### src/rtl/byte_level_pretokenizer_defines.svh
// ----------------------------------------------------------------------------
// Byte-level pre-tokenizer: assertion macros
// Shared concurrent assertion forms for the pre-tokenizer RTL.
// ----------------------------------------------------------------------------
`ifndef BYTE_LEVEL_PRETOKENIZER_DEFINES_SVH
`define BYTE_LEVEL_PRETOKENIZER_DEFINES_SVH

// The consequent must hold in the same cycle as the antecedent.
`define BPT_ASSERT_IMP(label, clk, rst_n, ante, cons) \
    label: assert property (@(posedge clk) disable iff (!rst_n) (ante) |-> (cons)) \
        else $error("pre-tokenizer assertion failed");

// The consequent must hold in the cycle after the antecedent.
`define BPT_ASSERT_NEXT(label, clk, rst_n, ante, cons) \
    label: assert property (@(posedge clk) disable iff (!rst_n) (ante) |=> (cons)) \
        else $error("pre-tokenizer assertion failed");

`endif

### src/rtl/bpt_pkg.sv
// ----------------------------------------------------------------------------
// Byte-level pre-tokenizer package
// Types, constants and helper functions shared by the pre-tokenizer modules.
// ----------------------------------------------------------------------------
`default_nettype none

package bpt_pkg;

    // Largest number of results one input byte can cause.
    localparam int RES_MAX = 5;
    localparam int CNT_W   = $clog2(RES_MAX + 1);
    localparam int IDX_W   = $clog2(RES_MAX);

    // Depth of the queue between the front and back parts.
    localparam int FIFO_DEPTH = 4;
    localparam int PTR_W      = $clog2(FIFO_DEPTH);
    localparam int FCNT_W     = $clog2(FIFO_DEPTH + 1);

    // Split mode codes; the unused code behaves as whitespace mode.
    localparam logic [1:0] MODE_BYTE_LEVEL = 2'd0;
    localparam logic [1:0] MODE_METASPACE  = 2'd1;
    localparam logic [1:0] MODE_WHITESPACE = 2'd2;

    // Register indexes on the configuration port.
    localparam logic REG_SPLIT_MODE   = 1'b0;
    localparam logic REG_PREFIX_SPACE = 1'b1;

    // Byte values with a meaning of their own.
    localparam logic [7:0] BYTE_SPACE = 8'h20;
    localparam logic [7:0] MARK_B0    = 8'hE2;
    localparam logic [7:0] MARK_B1    = 8'h96;
    localparam logic [7:0] MARK_B2    = 8'h81;

    typedef logic [CNT_W-1:0] res_cnt_t;
    typedef logic [IDX_W-1:0] res_idx_t;

    // Configuration register contents.
    typedef struct packed {
        logic [1:0] split_mode;
        logic       prefix_space;
    } cfg_t;

    // All results that one input byte causes.
    typedef struct packed {
        logic [RES_MAX-1:0][7:0] bytes;
        logic [RES_MAX-1:0]      starts;
        logic                    has_byte;
        logic                    last_of_text;
        res_cnt_t                cnt;
    } bundle_t;

    // Append one byte to a result bundle.
    function automatic bundle_t push_res(bundle_t l, logic [7:0] b, logic s);
        bundle_t r;
        r = l;
        if (r.cnt < res_cnt_t'(RES_MAX))
        begin
            r.bytes[r.cnt[IDX_W-1:0]]  = b;
            r.starts[r.cnt[IDX_W-1:0]] = s;
            r.cnt = r.cnt + res_cnt_t'(1);
        end
        return r;
    endfunction

    // Append the three bytes of the metaspace mark.
    function automatic bundle_t push_mark(bundle_t l);
        bundle_t r;
        r = push_res(l, MARK_B0, 1'b1);
        r = push_res(r, MARK_B1, 1'b0);
        r = push_res(r, MARK_B2, 1'b0);
        return r;
    endfunction

    // Release the partial mark bytes that were held back.
    function automatic bundle_t push_held(bundle_t l, logic [1:0] held);
        bundle_t r;
        r = l;
        if (held >= 2'd1)
        begin
            r = push_res(r, MARK_B0, 1'b0);
        end
        if (held >= 2'd2)
        begin
            r = push_res(r, MARK_B1, 1'b0);
        end
        return r;
    endfunction

    // Byte-level table: printable bytes map to themselves, the rest to U+0100 up.
    function automatic logic [8:0] byte_code_point(logic [7:0] b);
        logic [8:0] cp;
        if (b <= 8'd32)
        begin
            cp = 9'h100 + {1'b0, b};
        end
        else if (b >= 8'd127 && b <= 8'd160)
        begin
            cp = 9'h121 + ({1'b0, b} - 9'd127);
        end
        else if (b == 8'd173)
        begin
            cp = 9'h143;
        end
        else
        begin
            cp = {1'b0, b};
        end
        return cp;
    endfunction

endpackage

`default_nettype wire

### src/rtl/bpt_regs.sv
// ----------------------------------------------------------------------------
// Pre-tokenizer configuration registers
// APB-style register file holding the split mode and the prefix-space flag.
// ----------------------------------------------------------------------------
`default_nettype none

module bpt_regs (
    input  wire logic          clk,
    input  wire logic          rst_n,
    input  wire logic          psel,
    input  wire logic          penable,
    input  wire logic          pwrite,
    input  wire logic [2:0]    paddr,
    input  wire logic [31:0]   pwdata,
    output logic      [31:0]   prdata,
    output logic               pready,
    output bpt_pkg::cfg_t      cfg
);
    import bpt_pkg::*;

    cfg_t cfg_reg;
    cfg_t cfg_next;
    logic wr_en;

    // The port never inserts wait states.
    assign pready = 1'b1;
    assign wr_en  = psel & penable & pwrite & pready;

    // Register write decode on the word address.
    always_comb
    begin
        cfg_next = cfg_reg;
        if (wr_en)
        begin
            case (paddr[2])
                REG_SPLIT_MODE:   cfg_next.split_mode   = pwdata[1:0];
                REG_PREFIX_SPACE: cfg_next.prefix_space = pwdata[0];
                default:          cfg_next = cfg_reg;
            endcase
        end
    end

    always_ff @(posedge clk or negedge rst_n)
    begin
        if (!rst_n)
        begin
            cfg_reg.split_mode   <= MODE_WHITESPACE;
            cfg_reg.prefix_space <= 1'b1;
        end
        else
        begin
            cfg_reg <= cfg_next;
        end
    end

    // Read data mux.
    always_comb
    begin
        case (paddr[2])
            REG_SPLIT_MODE:   prdata = {30'd0, cfg_reg.split_mode};
            REG_PREFIX_SPACE: prdata = {31'd0, cfg_reg.prefix_space};
            default:          prdata = 32'd0;
        endcase
    end

    assign cfg = cfg_reg;

endmodule

`default_nettype wire

### src/rtl/bpt_front.sv
// ----------------------------------------------------------------------------
// Pre-tokenizer front end
// Accepts text bytes, classifies them under the current mode and builds the
// full bundle of results for each byte combinationally.
// ----------------------------------------------------------------------------
`default_nettype none

module bpt_front (
    input  wire logic          clk,
    input  wire logic          rst_n,
    input  wire bpt_pkg::cfg_t cfg,
    input  wire logic          push,
    input  wire logic [7:0]    text_byte,
    input  wire logic          first_of_text,
    input  wire logic          last_of_text,
    input  wire logic          q_full,
    output logic               q_wr,
    output bpt_pkg::bundle_t   q_data
);
    import bpt_pkg::*;

    logic       emitted_reg;
    logic       emitted_next;
    logic [1:0] cont_reg;
    logic [1:0] cont_next;
    logic [1:0] held_reg;
    logic [1:0] held_next;
    logic       gap_reg;
    logic       gap_next;

    logic       accept;
    logic       ea_cur;
    logic [1:0] cont_cur;
    logic [1:0] held_cur;
    logic       gap_cur;
    logic       start;
    logic [8:0] cp;
    bundle_t    res;

    assign accept = push & ~q_full;

    // A new text starts from the text-start state.
    always_comb
    begin
        ea_cur   = first_of_text ? 1'b0 : emitted_reg;
        cont_cur = first_of_text ? 2'd0 : cont_reg;
        held_cur = first_of_text ? 2'd0 : held_reg;
        gap_cur  = first_of_text ? 1'b1 : gap_reg;
    end

    // Classify the byte and build its result bundle.
    always_comb
    begin
        res          = '0;
        res.has_byte = 1'b1;
        cont_next    = cont_cur;
        held_next    = held_cur;
        gap_next     = gap_cur;
        start        = 1'b0;
        cp           = byte_code_point(text_byte);

        case (cfg.split_mode)
            MODE_BYTE_LEVEL:
            begin
                // Trailing bytes of a multibyte character never start a piece.
                if (cont_cur != 2'd0)
                begin
                    cont_next = cont_cur - 2'd1;
                end
                else if (text_byte == BYTE_SPACE)
                begin
                    start = 1'b1;
                end
                else if (text_byte[7:5] == 3'b110)
                begin
                    cont_next = 2'd1;
                end
                else if (text_byte[7:4] == 4'b1110)
                begin
                    cont_next = 2'd2;
                end
                else if (text_byte[7:3] == 5'b11110)
                begin
                    cont_next = 2'd3;
                end

                if (cp < 9'h080)
                begin
                    res = push_res(res, cp[7:0], start);
                end
                else
                begin
                    res = push_res(res, 8'hC0 | {5'd0, cp[8:6]}, start);
                    res = push_res(res, 8'h80 | {2'd0, cp[5:0]}, 1'b0);
                end
            end

            MODE_METASPACE:
            begin
                // Optional mark ahead of a text that does not open with a space.
                if (first_of_text && cfg.prefix_space && text_byte != BYTE_SPACE)
                begin
                    res = push_mark(res);
                end

                if (text_byte == BYTE_SPACE)
                begin
                    res       = push_held(res, held_cur);
                    held_next = 2'd0;
                    res       = push_mark(res);
                end
                else if (held_cur == 2'd2 && text_byte == MARK_B2)
                begin
                    held_next = 2'd0;
                    res       = push_mark(res);
                end
                else if (held_cur == 2'd1 && text_byte == MARK_B1)
                begin
                    held_next = 2'd2;
                end
                else if (text_byte == MARK_B0)
                begin
                    res       = push_held(res, held_cur);
                    held_next = 2'd1;
                end
                else
                begin
                    res       = push_held(res, held_cur);
                    held_next = 2'd0;
                    res       = push_res(res, text_byte, 1'b0);
                end
            end

            default:
            begin
                // Whitespace mode drops tab through carriage return and space.
                if (text_byte == BYTE_SPACE || (text_byte >= 8'd9 && text_byte <= 8'd13))
                begin
                    gap_next = 1'b1;
                end
                else
                begin
                    res      = push_res(res, text_byte, gap_cur);
                    gap_next = 1'b0;
                end
            end
        endcase

        // End of text flushes held bytes or gives a bare end marker.
        if (last_of_text)
        begin
            if (cfg.split_mode == MODE_METASPACE)
            begin
                res = push_held(res, held_next);
            end
            if (res.cnt == res_cnt_t'(0))
            begin
                res.cnt       = res_cnt_t'(1);
                res.bytes[0]  = 8'd0;
                res.starts[0] = 1'b0;
                res.has_byte  = 1'b0;
            end
        end

        // The first byte given in a text always starts a piece.
        if (res.has_byte && !ea_cur)
        begin
            res.starts[0] = 1'b1;
        end
        res.last_of_text = last_of_text;

        emitted_next = ea_cur | (res.has_byte & (res.cnt != res_cnt_t'(0)));

        if (last_of_text)
        begin
            emitted_next = 1'b0;
            cont_next    = 2'd0;
            held_next    = 2'd0;
            gap_next     = 1'b1;
        end
    end

    // Running state advances on every accepted beat.
    always_ff @(posedge clk or negedge rst_n)
    begin
        if (!rst_n)
        begin
            emitted_reg <= 1'b0;
            cont_reg    <= 2'd0;
            held_reg    <= 2'd0;
            gap_reg     <= 1'b1;
        end
        else if (accept)
        begin
            emitted_reg <= emitted_next;
            cont_reg    <= cont_next;
            held_reg    <= held_next;
            gap_reg     <= gap_next;
        end
    end

    // Only bundles with at least one result enter the queue.
    assign q_wr   = accept & (res.cnt != res_cnt_t'(0));
    assign q_data = res;

endmodule

`default_nettype wire

### src/rtl/bpt_fifo.sv
// ----------------------------------------------------------------------------
// Pre-tokenizer bundle queue
// Short first-in first-out queue of result bundles between front and back.
// ----------------------------------------------------------------------------
`default_nettype none

`include "byte_level_pretokenizer_defines.svh"

module bpt_fifo (
    input  wire logic             clk,
    input  wire logic             rst_n,
    input  wire logic             wr_en,
    input  wire bpt_pkg::bundle_t wr_data,
    output logic                  full,
    input  wire logic             rd_en,
    output bpt_pkg::bundle_t      rd_data,
    output logic                  not_empty
);
    import bpt_pkg::*;

    bundle_t                   mem_reg [FIFO_DEPTH];
    logic    [PTR_W-1:0]       wr_ptr_reg;
    logic    [PTR_W-1:0]       wr_ptr_next;
    logic    [PTR_W-1:0]       rd_ptr_reg;
    logic    [PTR_W-1:0]       rd_ptr_next;
    logic    [FCNT_W-1:0]      count_reg;
    logic    [FCNT_W-1:0]      count_next;

    // Pointer and occupancy updates.
    always_comb
    begin
        wr_ptr_next = wr_en ? wr_ptr_reg + PTR_W'(1) : wr_ptr_reg;
        rd_ptr_next = rd_en ? rd_ptr_reg + PTR_W'(1) : rd_ptr_reg;
        count_next  = count_reg;
        if (wr_en && !rd_en)
        begin
            count_next = count_reg + FCNT_W'(1);
        end
        else if (!wr_en && rd_en)
        begin
            count_next = count_reg - FCNT_W'(1);
        end
    end

    always_ff @(posedge clk or negedge rst_n)
    begin
        if (!rst_n)
        begin
            wr_ptr_reg <= '0;
            rd_ptr_reg <= '0;
            count_reg  <= '0;
        end
        else
        begin
            wr_ptr_reg <= wr_ptr_next;
            rd_ptr_reg <= rd_ptr_next;
            count_reg  <= count_next;
        end
    end

    // Storage needs no reset.
    always_ff @(posedge clk)
    begin
        if (wr_en)
        begin
            mem_reg[wr_ptr_reg] <= wr_data;
        end
    end

    assign rd_data   = mem_reg[rd_ptr_reg];
    assign full      = (count_reg == FCNT_W'(FIFO_DEPTH));
    assign not_empty = (count_reg != FCNT_W'(0));

    // The front never writes a full queue and the back never reads an empty one.
    `BPT_ASSERT_IMP(a_no_overflow, clk, rst_n, wr_en, count_reg != FCNT_W'(FIFO_DEPTH))
    `BPT_ASSERT_IMP(a_no_underflow, clk, rst_n, rd_en, count_reg != FCNT_W'(0))
    `BPT_ASSERT_NEXT(a_count_up, clk, rst_n, wr_en && !rd_en, count_reg == $past(count_reg) + FCNT_W'(1))

endmodule

`default_nettype wire

### src/rtl/bpt_back.sv
// ----------------------------------------------------------------------------
// Pre-tokenizer back end
// Takes result bundles from the queue and hands them out one result a beat.
// ----------------------------------------------------------------------------
`default_nettype none

`include "byte_level_pretokenizer_defines.svh"

module bpt_back (
    input  wire logic             clk,
    input  wire logic             rst_n,
    input  wire bpt_pkg::bundle_t q_data,
    input  wire logic             q_not_empty,
    output logic                  q_rd,
    output logic                  empty,
    input  wire logic             pop,
    output logic      [7:0]       out_byte,
    output logic                  has_byte,
    output logic                  piece_start,
    output logic                  last_of_run,
    output logic                  end_of_text
);
    import bpt_pkg::*;

    bundle_t  bundle_reg;
    logic     valid_reg;
    logic     valid_next;
    res_idx_t idx_reg;
    res_idx_t idx_next;
    logic     last_entry;
    logic     take;

    // The current result is the last of its bundle.
    assign last_entry = (res_cnt_t'(idx_reg) == bundle_reg.cnt - res_cnt_t'(1));
    assign take       = pop & valid_reg;

    // Load a new bundle when idle or when the last result of this one leaves.
    assign q_rd = q_not_empty & (~valid_reg | (take & last_entry));

    always_comb
    begin
        valid_next = valid_reg;
        idx_next   = idx_reg;
        if (q_rd)
        begin
            valid_next = 1'b1;
            idx_next   = '0;
        end
        else if (take && last_entry)
        begin
            valid_next = 1'b0;
            idx_next   = '0;
        end
        else if (take)
        begin
            idx_next = idx_reg + res_idx_t'(1);
        end
    end

    always_ff @(posedge clk or negedge rst_n)
    begin
        if (!rst_n)
        begin
            valid_reg <= 1'b0;
            idx_reg   <= '0;
        end
        else
        begin
            valid_reg <= valid_next;
            idx_reg   <= idx_next;
        end
    end

    always_ff @(posedge clk)
    begin
        if (q_rd)
        begin
            bundle_reg <= q_data;
        end
    end

    // Result ports come straight from the held bundle.
    assign empty       = ~valid_reg;
    assign out_byte    = bundle_reg.bytes[idx_reg];
    assign has_byte    = bundle_reg.has_byte;
    assign piece_start = bundle_reg.starts[idx_reg];
    assign last_of_run = last_entry;
    assign end_of_text = last_entry & bundle_reg.last_of_text;

    `BPT_ASSERT_IMP(a_idx_in_range, clk, rst_n, valid_reg, res_cnt_t'(idx_reg) < bundle_reg.cnt)
    `BPT_ASSERT_NEXT(a_drain_to_empty, clk, rst_n, take && last_entry && !q_not_empty, empty)

endmodule

`default_nettype wire

### src/rtl/byte_level_pretokenizer.sv
// ----------------------------------------------------------------------------
// Byte-level pre-tokenizer
// Text bytes in, pre-token bytes out, with the first byte of each piece flagged.
// ----------------------------------------------------------------------------
// The block accepts one text byte per clock while full is low; each byte is
// classified and turned into its whole group of zero to five results in the
// cycle it is accepted, and a group that is not empty waits in a four-entry
// queue. The back end hands out one result per clock while pop is high, and
// the sustained rate is one input byte per cycle as long as pop stays high and
// no byte gives more than one result. With the queue and the back end idle, a
// byte's group is written into the queue, then loaded into the back end's
// bundle register, from which its first result drives the result ports.
// Write the configuration registers only while no text is in flight.
`default_nettype none

module byte_level_pretokenizer (
    input  wire logic        clk,
    input  wire logic        rst_n,
    input  wire logic        psel,
    input  wire logic        penable,
    input  wire logic        pwrite,
    input  wire logic [2:0]  paddr,
    input  wire logic [31:0] pwdata,
    output logic      [31:0] prdata,
    output logic             pready,
    input  wire logic        push,
    output logic             full,
    input  wire logic [7:0]  text_byte,
    input  wire logic        first_of_text,
    input  wire logic        last_of_text,
    output logic             empty,
    input  wire logic        pop,
    output logic      [7:0]  out_byte,
    output logic             has_byte,
    output logic             piece_start,
    output logic             last_of_run,
    output logic             end_of_text
);
    import bpt_pkg::*;

    cfg_t    cfg;
    logic    q_wr;
    bundle_t q_wr_data;
    logic    q_full;
    logic    q_rd;
    bundle_t q_rd_data;
    logic    q_not_empty;

    // Configuration registers.
    bpt_regs u_regs (
        .clk     (clk),
        .rst_n   (rst_n),
        .psel    (psel),
        .penable (penable),
        .pwrite  (pwrite),
        .paddr   (paddr),
        .pwdata  (pwdata),
        .prdata  (prdata),
        .pready  (pready),
        .cfg     (cfg)
    );

    // Front end: classify each byte into a bundle of results.
    bpt_front u_front (
        .clk           (clk),
        .rst_n         (rst_n),
        .cfg           (cfg),
        .push          (push),
        .text_byte     (text_byte),
        .first_of_text (first_of_text),
        .last_of_text  (last_of_text),
        .q_full        (q_full),
        .q_wr          (q_wr),
        .q_data        (q_wr_data)
    );

    // Queue of bundles between the two halves.
    bpt_fifo u_fifo (
        .clk       (clk),
        .rst_n     (rst_n),
        .wr_en     (q_wr),
        .wr_data   (q_wr_data),
        .full      (q_full),
        .rd_en     (q_rd),
        .rd_data   (q_rd_data),
        .not_empty (q_not_empty)
    );

    // Back end: one result per beat.
    bpt_back u_back (
        .clk         (clk),
        .rst_n       (rst_n),
        .q_data      (q_rd_data),
        .q_not_empty (q_not_empty),
        .q_rd        (q_rd),
        .empty       (empty),
        .pop         (pop),
        .out_byte    (out_byte),
        .has_byte    (has_byte),
        .piece_start (piece_start),
        .last_of_run (last_of_run),
        .end_of_text (end_of_text)
    );

    assign full = q_full;

endmodule

`default_nettype wire
### config.mk
export PLATFORM = sky130hd
export DESIGN_NAME = byte_level_pretokenizer
export DESIGN_NICKNAME = d
export VERILOG_FILES = /design/src/rtl/bpt_pkg.sv /design/src/rtl/bpt_regs.sv /design/src/rtl/bpt_front.sv /design/src/rtl/bpt_fifo.sv /design/src/rtl/bpt_back.sv /design/src/rtl/byte_level_pretokenizer.sv
export VERILOG_INCLUDE_DIRS = /design/src /design/src/rtl
export SDC_FILE = /design/constraint.sdc
export NUM_CORES = 1
export LEC_CHECK = 0
export BUFFER_PORTS_ARGS = -buffer_cell sky130_fd_sc_hd__buf_2
export CAP_MARGIN = 20
export CORE_MARGIN = 1
export CORE_UTILIZATION = 56
export CTS_BUF_LIST = sky130_fd_sc_hd__clkbuf_4 sky130_fd_sc_hd__clkbuf_8
export DETAILED_ROUTE_END_ITERATION = 6
export PLACE_DENSITY = 0.77
export SYNTH_ARGS = -nofsm -noshare
export SYNTH_HDL_FRONTEND = slang
export SYNTH_SLANG_ARGS = --single-unit
export TNS_END_PERCENT = 1
### constraint.sdc
create_clock -name clk -period 7.8 [get_ports clk]
set_input_delay 0.78 -clock clk [delete_from_list [all_inputs] [get_ports clk]]
set_output_delay 0.78 -clock clk [all_outputs]
set_load 0.03 [all_outputs]
# After elaboration in Yosys (flattened, before gate mapping)

Memory sizes are Yosys's and may differ from the RTL's. A register that Yosys moved wholly into a read port is not among the register bits.
Index checks and enable logic that the tools add are counted.

Register bits after elaboration: 20
Bits in latches: 0
Memory bits (writable): 200
Memory bits (read-only): 0
Input port bits: 52
Output and inout port bits: 47
Word-level logic and storage cells: 442
Memories: 1

Memory list:

| name           | depth | width | rd ports | clocked after memory_dff | wr ports | RTL line       | source |
|---|---|---|---|---|---|---|---|
| u_fifo.mem_reg | 4     | 50    | 1        | 1                        | 1        | bpt_fifo.sv:21 | `bundle_t mem_reg [FIFO_DEPTH];` |

$add $sub $neg: 25
Multiply operators: 0
Divide/modulo/power cells: 0
$lt $le $gt $ge: 56
Equality and inequality tests: 14
Shift operators: 0
Multiplexer cells: 212
Bitwise operators: 83
Reductions and logical operators: 40

Operator list:

| kind                  | number |
|---|---|
| $mux W50              | 37 |
| $mux W45              | 28 |
| $demux W8 S3          | 15 |
| $not A20 Y20          | 10 |
| $and A20 B20 Y20      | 9 |
| $or A20 B20 Y20       | 9 |
| $mux W8               | 21 |
| $mux W3               | 37 |
| $pmux W50 S2          | 1 |
| $and A30 B30 Y30      | 3 |
| $not A30 Y30          | 3 |
| $bwmux W40            | 2 |
| $not A5 Y5            | 14 |
| $lt A3 B4 Y1 const B  | 16 |
| $pmux W32 S2          | 1 |
| $and A5 B5 Y5         | 12 |
| $add A3 B1 Y3 const B | 17 |
| $demux W1 S3          | 15 |
| $ge A3 B1 Y1 const B  | 15 |
| $lt A3 B3 Y1 const B  | 15 |
| $mux W1               | 34 |
| $eq A8 B8 Y1 const B  | 4 |
| $mux W2               | 15 |
| $or A10 B10 Y10       | 3 |
| other kinds (42)      | 94 |

# Longest topological paths before layout

Gate-level depths: netlist of run 1.

Depth after elaboration: 84
Depth in mapped cells: 39
Mapped depth without buffers: 37

# By module

From an unflattened synthesis of run 1, not the netlist that was laid out.

Cells, all modules: 920
Area total of the unflattened synthesis: 13176.4 µm²

Modules (own cells, without submodules):

| module    | instances | cells an instance | area an instance (µm²) | sequential area each (µm²) |
|---|---|---|---|---|
| bpt_fifo  | 1         | 296               | 7671.1                 | 6180.9 |
| bpt_front | 1         | 476               | 2950.3                 | 151.4 |
| bpt_back  | 1         | 105               | 2147.1                 | 1601.5 |
| bpt_regs  | 1         | 43                | 407.9                  | 77.6 |

# Worst setup path after synthesis of run 1

OpenSTA, ideal clock, no wires.

Path kind: input to register
Start: input text_byte[2]
End: memory u_fifo.mem_reg[0][0] (netlist name) (enable)
Setup time: 0.413 ns
Data arrival time: 7.956 ns
Required time: 7.387 ns
Path slack: -0.569 ns
Cell stages on the path: 33
Path buffers: 3
Cells stage by stage: clkbuf_1 -> inv_1 -> ha_1 -> nor4b_2 -> nand2_1 -> nand2_1 -> ha_1 -> clkbuf_1 -> nor3_1 -> a21o_1 -> clkinv_1 -> ha_1 -> mux2i_1 -> inv_1 -> ha_1 -> nand2_1 -> a211oi_1 -> a311oi_1 -> and2_1 -> buf_2 -> inv_2 -> ha_1 -> and3_1 -> nor4_1 -> inv_1 -> ha_1 -> nand3_1 -> nor2_1 -> nor3_1 -> a21oi_2 -> o31a_1 -> a211o_4 -> and2_1

RTL lines:

| what        | RTL line                      | source |
|---|---|---|
| from (decl) | byte_level_pretokenizer.sv:28 | `input wire logic [7:0] text_byte,` |
| to (decl)   | bpt_fifo.sv:21                |  |

==> results of run 1 <==
[worst paths after layout]
| check | slack (ps) | end | start | cells past startpoint |
|---|---|---|---|---|
| worst max-delay path | 680 | u_fifo.count_reg[1]$_DFFE_PN0P_ | text_byte[1] | 36 |
| worst max register to register | 770 | u_fifo.count_reg[1]$_DFFE_PN0P_ | u_regs.cfg[0]$_DFFE_PN1P_ | 32 |
| min in group clk | 470 | u_regs.cfg[0]$_DFFE_PN1P_ | pwdata[0] | 2 |
| max in group asynchronous | 7220 | u_fifo.rd_ptr_reg[0]$_DFFE_PN0P_ | rst_n | 1 |
| worst min-delay path | 180 | u_front.held_reg[0]$_DFFE_PN0P_ | rst_n | 1 |
| worst min register to register | 480 | u_fifo.count_reg[2]$_DFFE_PN0P_ | u_fifo.count_reg[2]$_DFFE_PN0P_ | 1 |
[routing by layer]
metal | vias to the layer above | global-route usage, % | share of wire (%)
met2 | 440 | 41.36 | 47
met4 | 2 | 10.84 | 2.9
met1 | 4120 | 36.15 | 42
met5 | - | 0 | 0.033
met3 | 70 | 5.632 | 8.5
li1 | 3751 | - | -
[through the flow]
stage | setup WS, ps | area [µm²] | power (mW) | cells | util (%)
6_report | 679.0 | 14450 | 4.805 | 1331 | 63.62
5_1_grt | 155.5 | 14450 | 5.032 | 1331 | 63.62
4_1_cts | 682.7 | 14440 | 4.847 | 1331 | 63.59
3_5_place_dp | 126.6 | 13600 | 3.685 | 1255 | 59.88
3_3_place_gp | 297.5 | 13600 | 3.635 | 1255 | 59.88
2_1_floorplan | 3.762 | 13120 | 3.235 | 973 | -
[what timing repair did]
item                                   CTS  global route
setup endpoints to repair                0             1
resized for setup                        0             1
hold buffers                             0             0
endpoints found under the hold margin    0             0
[worst reg2reg max path, delay by kind of cell, from the launching register on]
| kind | cells | cell delay (ps) |
|---|---|---|
| simple gates | 7 | 1460 |
| fa+ha+maj | 7 | 1920 |
| flops | 1 | 570 |
| compound gates | 10 | 2000 |
| mux | 2 | 400 |
| buf+inv | 6 | 580 |
[synth_stat cells (11+ instances only)]
library cell and number:
nor3_1 19, a21oi_1 54, buf_4 31, and2_1 14, dfrtp_1 17, nor2b_1 11
nand2_1 75, clkbuf_1 31, o31ai_1 13, nor2_1 58, ha_1 19, o21ai_0 53
inv_1 32, edfxtp_1 250, mux4_2 59, nand3_1 20
[power by group]
| group | leakage [nW] | internal (mW) | switching (mW) |
|---|---|---|---|
| sequential | 2.56 | 2.02 | 0.223 |
| combinational | 2.11 | 0.604 | 0.793 |
| clock | 0.426 | 0.639 | 0.522 |
[kinds of logic after synthesis]
logic type / after synthesis
XOR/XNOR: 14
flip-flops: 270
AO/OA/AOI/OAI: 204
adder cells (fa/ha/maj): 20
buffers and inverters: 114
AND/OR/NAND/NOR: 252
multiplexers: 68
other: 2
[layout make-up]
cell class / instances / area (µm²)
fillers: 1644 / 8262
well taps: 285 / 356.6
clock buffers: 55 / 675.6
inverters: 35 / 131.4
flip-flops and latches: 270 / 8016
repair buffers: 76 / 533.0
multi-input cells: 589 / 4567
clock inverters: 21 / 167.7
==> flow_summary.toml, run 1 <==
[logic_synthesis]
synth_fa_ha_area_share_pct = 1.983
synthFlopType = "edfxtp_1"
avgSynthCellArea_um2 = 13.77
postSynthCellCount = 944
syn_area_mm2 = 0.01300
synth-edff-count = 250
synth-async-reset-ratio_pct = 7.407
yosys.area_share.simple_pct = 9.742
synth_area_leaders = "edfxtp_1 58%, mux4_2 10%, dfrtp_1 3.3%, nand2_1 2.2%, a21oi_1 2.1%"
synth_xor_area_share_pct = 0.9434
synth_seq_cells = 270
synthMuxAreaShare_pct = 11.01
ys_seq_area_share_pct = 61.64
yosysTopAreaCellShare_pct = 57.76
synth_compound_area_share_pct = 10.36
yosysWarnings = 0
synth_top_family_by_area = "multiplexers"
yosysUniqueCellTypes = 83
yosysTopAreaCell = "edfxtp_1"

[worst_setup_path]
crit_buf_inv = 8
cp.arrival_ps = 7550
slowest_stage = "or3b_2"
cp_max_fo = 7
path_class = "input pin to flip-flop"
end_kind = "flip-flop"
worst-endpoint-required_ps = 8230
cp_top_family = "adder cells"
cpPeakStageDelay_ps = 480
cp-start-kind = "input pin"
cp_common_cell = "ha_1"

[clock_network]
htree_num_levels = 2
cts.path.max_buffers = 3
cts_buffers = 42
root_buffer = "clkbuf_8"
clk_latency_ps = 550
clock_sinks = 270
cts_setup_buffers = 0
cts_tree = "done"
path_clk_slew_ps = 80

[layout]
final_cell_mix = "250 x edfxtp_1, 74 x nand2_1, 59 x mux4_2"
largest_register_ffs = 200
final_nets = 1086
diodes = 0
area_growth_pct = 11.16
layout_commonest_cell = "edfxtp_1"
drive_gt1_share_pct = 23.04

[status]
outcome = "finished, final reports clean"

[floorplanning]
rows = 55
die_h_um = 154.3
pin_count = 99
fp.coreArea_mm2 = 0.02271
die_w_um = 154.3
initial_utilization_pct = 57.23
dieArea_mm2 = 0.02382

[sta]
tightestPinTransition_ps = 1064
fmax_mhz = 140.4
rsz0062_at_grt = "false"
finClkSkew_ps = 33.72
finalMaxSlewViolations = 0
holdWs_ps = 184.2
finalSetupTns_ps = 0
period_share_pct = 91.30
relSlewSlack_pct = 29.04
layout_min_cycle_time_ps = 7121
setup_viol = 0
finalHoldViolCount = 0

[power_and_ir_drop]
power_leakage_nw = 5.099
power_density_mw_per_mm2 = 332.6
peakVddDrop_mv = 0.1967

[place]
gp_congestion = 0.9840
port_buffers = 35
dp_hpwl_um = 20560

[routing]
wire_per_inst_um = 22.73
vias = 8383
wl_um = 30250
drtPass1Iterations = 7
drcViolationCount = 0
viasPerCell = 6.298
drt_iter0_drc = 781
ant_nets = 0

[global_route]
grt-ovfl-total = 0
track_usage_pct = 26.34
antenna_found_initial = 1
grt_pass1_wl_um = 46820
grt_max_degree = 53
grt_pass1_vias = 8347

[hold_path]
hold_class = "input pin to async pin"

[run]
drv_cap = 0
(Power assumes the default switching activity.)
==> inputs of run 2 (changes only) <==
==> constraint.sdc (replaced) <==
create_clock -name clk -period 7.8 [get_ports clk]
set_input_delay 0.39 -clock clk [delete_from_list [all_inputs] [get_ports clk]]
set_output_delay 0.39 -clock clk [all_outputs]
set_load 0.03 [all_outputs]
==> flow_summary.toml, run 2 (synthesized netlist as in run 1, its figures left out) <==
[sta]
rsz0062_at_grt = "false"
fmax_mhz = 138.6
layout_min_cycle_time_ps = 7213
finalMaxSlewViolations = 0
period_share_pct = 92.47
tightestPinTransition_ps = 937.6
setup_viol = 0
relSlewSlack_pct = 37.49
finClkSkew_ps = 36.86
finalHoldViolCount = 0
worst_slack_ps = 587.2

[power_and_ir_drop]
p_int_mw = 3.321
power.share.clock_pct = 24.5
p_comb_share_pct = 30.7
p_sw_mw = 1.558
sw_frac_of_total_pct = 31.93
p_seq_share_pct = 44.8
power_density_mw_per_mm2 = 336.8
peakVddDrop_mv = 0.1811
power_leakage_nw = 5.126

[worst_setup_path]
cp_max_fo = 7
slowest_stage = "dfstp_2"
cp_top_family = "adder cells"
cp-start-kind = "flip-flop"
worst-endpoint-required_ps = 8260
cpPeakStageDelay_ps = 540
path_class = "flip-flop to flip-flop"
end_kind = "flip-flop"
cp.arrival_ps = 7680
crit_buf_inv = 6
cp_common_cell = "ha_1"

[place]
gp_congestion = 1.024
port_buffers = 35
dpl-instance-area_mm2 = 0.01358
dp_hpwl_um = 21170
place_ws_ps = 343.0

[floorplanning]
dieArea_mm2 = 0.02382
pin_count = 99
rows = 55
initial_utilization_pct = 57.23
die_w_um = 154.3
fp.coreArea_mm2 = 0.02271
die_h_um = 154.3

[global_route]
grt_use_met1_pct = 38.40
met3_usage_pct = 3.699
grt_pass1_wl_um = 48050
grt_max_degree = 54
grt-ovfl-total = 0
track_usage_pct = 26.98
antenna_found_initial = 0
grt_pass1_vias = 8131
grt-busiest-layer = "met2"
met2_usage_pct = 42.77

[status]
violations = "design-rule violations"
outcome = "finished with violations"

[layout]
final_nets = 1086
area_growth_pct = 11.45
layout_commonest_cell = "edfxtp_1"
diodes = 0
final_cell_mix = "250 x edfxtp_1, 75 x nand2_1, 59 x mux4_2"
utilization_pct = 63.79
fillers = 1654
drive_gt1_share_pct = 22.97
largest_register_ffs = 200
fin_area_mm2 = 0.01449

[routing]
wl_um = 31310
vias = 8503
viasPerCell = 6.393
ant_nets = 0
wire_per_inst_um = 23.54
drtPass1Iterations = 7
drt_iter0_drc = 847
drcViolationCount = 2

[clock_network]
clk_latency_ps = 560
root_buffer = "clkbuf_8"
cts_buffers = 42
htree_num_levels = 2
cts_setup_buffers = 0
path_clk_slew_ps = 80
cts.path.max_buffers = 3
cts_tree = "done"
clock_sinks = 270

[hold_path]
hold_class = "input pin to flip-flop"

[run]
drv_cap = 0
## run 2: cell count changes in the layout (fill, tap and decap cells not counted), sizes merged
| cell | before | now |
|---|---|---|
| buf | 76 | 75 |
| bufinv | 2 | 3 |
| clkinv | 15 | 16 |
| clkinvlp | 4 | 2 |
| dlygate4sd3 | 0 | 1 |
| inv | 35 | 34 |
## run 2: metal layers
layer,up-vias,part of all wire [%]
li1,3756,-
met2,449,47
met3,81,7.2
met1,4217,42
met4,0,3.3
met5,-,0
## run 2: path summary, 6_finish.rpt
kind	slack [ps]	end	startpoint	depth (start not counted)
min reg2reg	520	u_front.gap_reg$_DFFE_PN1P_	u_front.gap_reg$_DFFE_PN1P_	2
max reg2reg	590	u_fifo.count_reg[2]$_DFFE_PN0P_	u_regs.cfg[0]$_DFFE_PN1P_	34
max	590	u_fifo.count_reg[2]$_DFFE_PN0P_	u_regs.cfg[0]$_DFFE_PN1P_	34
min in group asynchronous	340	u_front.held_reg[0]$_DFFE_PN0P_	rst_n	2
min	80	u_regs.cfg[2]$_DFFE_PN1P_	pwdata[1]	2
max in group asynchronous	7040	u_fifo.rd_ptr_reg[0]$_DFFE_PN0P_	rst_n	2
## run 2: repair_timing
item,in CTS,in global routing
resized for setup,0,1
hold buffers,1,0
endpoints found under the setup margin,0,1
endpoints found under the hold margin,17,0
## run 2: power groups by stage
stage	Combinational (mW)	Clock (mW)	Sequential, mW
final	1.50	1.20	2.18
after global routing	1.62	1.27	2.21
after CTS	1.42	1.21	2.26
after detailed placement	1.41	0	2.29
after global placement	1.39	0	2.26
after floorplan	1.11	0	2.12
## run 2: layout make-up
cell class / instances / area (µm²) / area share, %
flip-flops and latches: 270 / 8016 / 55.34
repair buffers: 76 / 575.6 / 3.973
clock buffers: 55 / 681.9 / 4.708
clock inverters: 20 / 167.7 / 1.157
well taps: 285 / 356.6 / 2.462
inverters: 35 / 131.4 / 0.9070
multi-input cells: 589 / 4556 / 31.45
## run 2: per-stage QoR
stage          instances  hold WS (ps)  setup TNS, ps  total power [mW]
2_1_floorplan        973         94.41         -26780             3.239
3_3_place_gp        1251         386.4              0             3.645
3_5_place_dp        1251         396.2              0             3.700
4_1_cts             1327         53.61              0             4.894
5_1_grt             1330         56.34              0             5.098
6_report            1330         77.22              0             4.879
